$ cat src/rtl/fyts_pkg.sv
// Shared constants, payload types and command codes of the table shuffle block.
package fyts_pkg;

  localparam int MAX_ENTRIES = 1024;
  localparam int ADDR_W      = $clog2(MAX_ENTRIES);
  localparam int CNT_W       = ADDR_W + 1;
  localparam int WORD_BITS   = 64;
  localparam int RAND_W      = 31;
  localparam int DIV_W       = RAND_W + 1;
  localparam int SIZE_W      = 11;
  localparam int SWAPS_W     = 10;
  localparam int CFG_DATA_W  = 11;

  localparam logic [RAND_W-1:0] RANDOM_MAX = 31'h7FFF_FFFF;

  localparam logic [1:0] CMD_LOAD = 2'd0;
  localparam logic [1:0] CMD_SWAP = 2'd1;
  localparam logic [1:0] CMD_READ = 2'd2;

  localparam logic REG_TABLE_SIZE = 1'b0;
  localparam logic REG_SWAP_COUNT = 1'b1;

  typedef struct packed {
    logic [1:0]           cmd;
    logic [WORD_BITS-1:0] word;
    logic [RAND_W-1:0]    random_word;
    logic [ADDR_W-1:0]    read_index;
  } fyts_in_t;

  typedef struct packed {
    logic [WORD_BITS-1:0] read_word;
    logic                 status;
    logic                 shuffle_done;
  } fyts_out_t;

  typedef struct packed {
    logic              start;
    logic [RAND_W-1:0] dividend;
    logic [DIV_W-1:0]  divisor;
  } fyts_div_req_t;

  typedef struct packed {
    logic              done;
    logic [RAND_W-1:0] quotient;
  } fyts_div_rsp_t;

endpackage

$ cat src/rtl/fyts_div.sv
// Restoring divider, one quotient bit per cycle.
module fyts_div (
  input  logic                  clk,
  input  logic                  rst_n,
  input  fyts_pkg::fyts_div_req_t req,
  output fyts_pkg::fyts_div_rsp_t rsp
);
  import fyts_pkg::*;

  localparam int STEP_W = $clog2(RAND_W + 1);

  logic [DIV_W-1:0]  rem_r;
  logic [RAND_W-1:0] quo_r;
  logic [DIV_W-1:0]  dsr_r;
  logic [STEP_W-1:0] cnt_r;
  logic              busy_r;
  logic              done_r;

  logic [DIV_W:0]    shifted;
  logic [DIV_W:0]    trial;

  assign shifted = {rem_r, quo_r[RAND_W-1]};
  assign trial   = shifted - {1'b0, dsr_r};

  always_ff @(posedge clk) begin
    if (!rst_n) begin
      busy_r <= 1'b0;
      done_r <= 1'b0;
      cnt_r  <= '0;
    end else begin
      done_r <= 1'b0;
      if (req.start) begin
        rem_r  <= '0;
        quo_r  <= req.dividend;
        dsr_r  <= req.divisor;
        cnt_r  <= STEP_W'(RAND_W);
        busy_r <= 1'b1;
      end else if (busy_r) begin
        // keep the difference when it does not borrow
        if (!trial[DIV_W]) begin
          rem_r <= trial[DIV_W-1:0];
        end else begin
          rem_r <= shifted[DIV_W-1:0];
        end
        quo_r <= {quo_r[RAND_W-2:0], ~trial[DIV_W]};
        cnt_r <= cnt_r - 1'b1;
        if (cnt_r == STEP_W'(1)) begin
          busy_r <= 1'b0;
          done_r <= 1'b1;
        end
      end
    end
  end

  assign rsp.done     = done_r;
  assign rsp.quotient = quo_r;

endmodule

$ cat config.mk
export PLATFORM = sky130hd
export DESIGN_NAME = fyts_div
export DESIGN_NICKNAME = d
export VERILOG_FILES = /design/src/rtl/fyts_pkg.sv /design/src/rtl/fyts_div.sv
export SDC_FILE = /design/constraint.sdc
export NUM_CORES = 1
export LEC_CHECK = 0
export ABC_CLOCK_PERIOD_IN_PS = 3900
export BUFFER_PORTS_ARGS = -buffer_cell sky130_fd_sc_hd__buf_2
export CAP_MARGIN = 20
export CORE_MARGIN = 2
export CORE_UTILIZATION = 35
export CTS_CLUSTER_DIAMETER = 80
export DETAILED_ROUTE_END_ITERATION = 16
export PLACE_DENSITY = 0.58
export SLEW_MARGIN = 20
export SYNTH_ARGS = -nofsm -noshare
export SYNTH_HDL_FRONTEND = slang
export SYNTH_SLANG_ARGS = --single-unit
$ cat constraint.sdc
create_clock -name clk -period 3.9 [get_ports clk]
set_clock_uncertainty 0.2 [all_clocks]
set_input_delay 0.78 -clock clk [delete_from_list [all_inputs] [get_ports clk]]
set_output_delay 0.78 -clock clk [all_outputs]
set_load 0.05 [all_outputs]
==> impl_metrics.py <==
metrics = {
    "worst_setup_path": {
        "r2r_cells": 11,
        "cp.arrival_ns": 3.50,
        "critPathMaxFanout": 14,
        "path_class": "reg -> reg",
        "cpMaxStageDelayCell": "ha_1",
        "r2r_slack_ns": 0.29,
        "cp-start-kind": "flip-flop",
        "timing.rr.start": "rem_r[12]",
        "rr_endpoint": "rem_r[4]",
        "required_ns": 3.79,
        "end_kind": "flip-flop",
        "crit_buf_inv": 1,
        "crit_path_cell_trace": "ha_1, a21oi_2, o211ai_1, a221o_1, and2_1, or3_1, and3b_4, o311ai_4, buf_4, mux2i_1, nor2_1",
        "path_delay_family": "compound AO/OA/AOI/OAI gates",
        "slowest_delay_ns": 0.42,
    },
    "hold_path": {
        "min_path_cells": 1,
        "hold-path-endpoint": "quo_r[13]",
        "hold_start": "quo_r[12]",
        "hold_path_class": "reg -> reg",
    },
    "clocking": {
        "clk_pin_slew_worst_paths_ns": 0.07,
        "postCtsSetupRepairBufs": 0,
        "cts.repair.resized": 0,
        "clockBufferDepth": 2,
        "hold_buffers": 0,
        "h-tree-depth": 3,
        "clock_latency_ns": 0.35,
        "cts-root-buf": "clkbuf_16",
        "numClockSinks": 102,
        "cts_buffers": 9,
        "cts_tree": "yes",
    },
    "timing": {
        "rsz0062_at_grt": "no",
        "period_share": 0.926,
        "slew_headroom": 0.583,
        "tns_ns": 0,
        "final.min_clock_period_ns": 3.61,
        "hold_violations": 0,
        "setup_viol_count_final": 0,
        "slew_violations": 0,
        "tightest_slew_ns": 0.625,
        "fmax_mhz": 277,
    },
    "pwr": {
        "p_switching_mw": 1.01,
        "seqPwrFrac": 0.432,
        "power_density_mw_per_mm2": 458,
        "intPower_mw": 2.15,
        "swShare": 0.320,
        "comb_power_share": 0.294,
        "leakagePower_nw": 2.88,
        "total_power_mw": 3.17,
        "ir_drop_v": 0.000299,
        "clockPowerShare": 0.274,
    },
    "routing": {
        "drtIter0Drc": 226,
        "drt_wl_total_um": 12700,
        "vias": 4248,
        "drtAntennaViolNets": 0,
        "drc": 0,
        "drtPass1Iterations": 4,
        "via_per_inst": 5.06,
        "wl_per_cell_um": 15.1,
    },
    "global_routing": {
        "grt_pass1_vias": 4443,
        "grt_max_degree": 55,
        "globalRouteOverflowTotal": 0,
        "grt_pass1_wl_um": 21400,
        "antenna_found_initial": 0,
        "grt.total_usage": 0.148,
    },
    "floorplanning": {
        "die_w_um": 134,
        "fp-row-count": 47,
        "initial_core_util": 0.358,
        "die-area_mm2": 0.0180,
        "io_pins": 98,
        "dieHeight_um": 134,
        "design.core.area_mm2": 0.0166,
    },
    "yosys": {
        "ys_seq_elements": 102,
        "avgSynthCellArea_um2": 11.4,
        "syn_area_mm2": 0.00593,
        "synthMuxAreaShare": 0.103,
        "async_flop_share": 0,
        "synth_top_family_by_area": "compound AO/OA/AOI/OAI gates",
        "synth_compound_area_frac": 0.119,
        "synth_fa_ha_area_frac": 0.0751,
        "syn-num-nets": 623,
        "synth-xor-area-share": 0.0473,
        "synth-edff-count": 95,
        "synth-simple-area-share": 0.105,
        "ys_warn_count": 0,
        "synth_cell_types": 57,
        "synth_seq_area_share": 0.505,
        "ys.flop_type": "edfxtp_1",
        "synthCells": 522,
    },
    "placed_design": {
        "dp_hpwl_um": 9140,
        "gp_congestion": 0.816,
        "dp_cells": 824,
        "numPortBuffers": 97,
    },
    "cells_and_area": {
        "drive_above_1_share": 0.253,
        "synthToLayoutAreaGrowth_pct": 16.6,
        "final_nets": 716,
        "nFillCells": 1641,
        "diodes": 0,
        "finalNonFillerCells": 840,
    },
    "status": {
        "status": "complete, no violations",
    },
    "run": {
        "timing.max_cap.violations": 0,
    },
}
synth_stat cells, types with 14 or more instances:
library cell	count	area share
clkbuf_1	16	0.010
inv_1	39	0.025
xnor2_1	18	0.027
mux2_2	30	0.057
edfxtp_1	95	0.48
nor2_1	44	0.028
a21oi_1	37	0.031
mux2i_1	27	0.046
nand2_1	33	0.021
xor2_1	14	0.021
o21ai_0	15	0.013
ha_1	34	0.072
power groups by stage:
stage                     clock network [mW]  logic (mW)  registers [mW]
after CTS                              0.902       0.938            1.37
final                                  0.867       0.932            1.37
after detailed placement                   0       0.934            1.39
after floorplan                            0       0.673            1.45
after global routing                   0.937        1.03            1.38
after global placement                     0       0.920            1.39
worst max path at each step:
stage	start	endpoint	slack [ns]	cells after the start
after floorplan	quo_r[30]	rem_r[6]	0.42	14
after global placement	rem_r[12]	rem_r[5]	0.34	11
after detailed placement	rem_r[12]	rem_r[30]	0.31	11
after CTS	rem_r[12]	rem_r[4]	0.28	11
after global routing	rem_r[12]	rem_r[8]	0.06	11
final	rem_r[12]	rem_r[4]	0.29	11
cell families (layout without fill, tap and decap cells):
family                   count (synthesis)  count (layout)
adder cells (fa/ha/maj)                 35              35
AO/OA/AOI/OAI                          105             105
flip-flops                             102             102
buffers and inverters                   61             159
multiplexers                            57              57
XOR/XNOR                                32              32
AND/OR/NAND/NOR                        130             130
stage by stage:
stage | setup slack, ns | cell area, um2 | hold WS (ns) | utilization
CTS | 0.278 | 6920 | 0.379 | 0.417
floorplan | 0.415 | 5930 | 0.351 | -
global route | 0.0630 | 6920 | 0.381 | 0.417
detailed placement | 0.311 | 6640 | 0.361 | 0.400
finish | 0.288 | 6920 | 0.382 | 0.417
global placement | 0.341 | 6640 | 0.356 | 0.400
metal layers:
layer / routed length, um / share of wire / up-vias / global-route usage
met4: 116 / 0.0091 / 0 / 0.0450
met2: 5980 / 0.47 / 101 / 0.247
met3: 705 / 0.055 / 12 / 0.0461
met1: 5920 / 0.47 / 2040 / 0.183
li1: - / - / 2095 / -
met5: 0 / 0 / - / 0
state kept, by name, indices dropped and copies added, names as in the netlist:
signal,cells
done_r,1
rem_r,32
quo_r,31
busy_r,1
dsr_r,32
cnt_r,5
cells in the final DEF (no fill, tap or decap), types with 4 or more instances in the layout:
cell and instances:
buf_2 97, edfxtp_1 95, nor2_1 44, inv_1 39, a21oi_1 37, ha_1 34, nand2_1 33, mux2_2 30
mux2i_1 27, xnor2_1 18, o21ai_0 15, xor2_1 14, clkbuf_16 9, nand3_1 8, a21o_1 8, o211ai_1 7
nor3_1 7, o21a_1 7, dfxtp_1 7, nor2b_1 6, nand2b_1 6, nand4_1 5, o31ai_1 5, buf_4 5
and2_1 4
layout make-up:
class	instances	area, um2	share of cell area
repair buffers	104	563	0.0814
multi-input cells	359	2660	0.385
well taps	220	275	0.0398
flip-flops and latches	102	2990	0.433
inverters	39	146	0.0212
clock buffers	11	233	0.0336
clock inverters	5	42.5	0.00615
worst register-to-register path, stage by stage, from the launching register on:
cell,delay [ns]
edfxtp_1,0.40
ha_1,0.42
a21oi_2,0.24
o211ai_1,0.11
a221o_1,0.32
and2_1,0.18
or3_1,0.39
and3b_4,0.21
o311ai_4,0.31
buf_4,0.31
mux2i_1,0.22
nor2_1,0.05
Note: power is estimated with default switching activity, not from simulation.
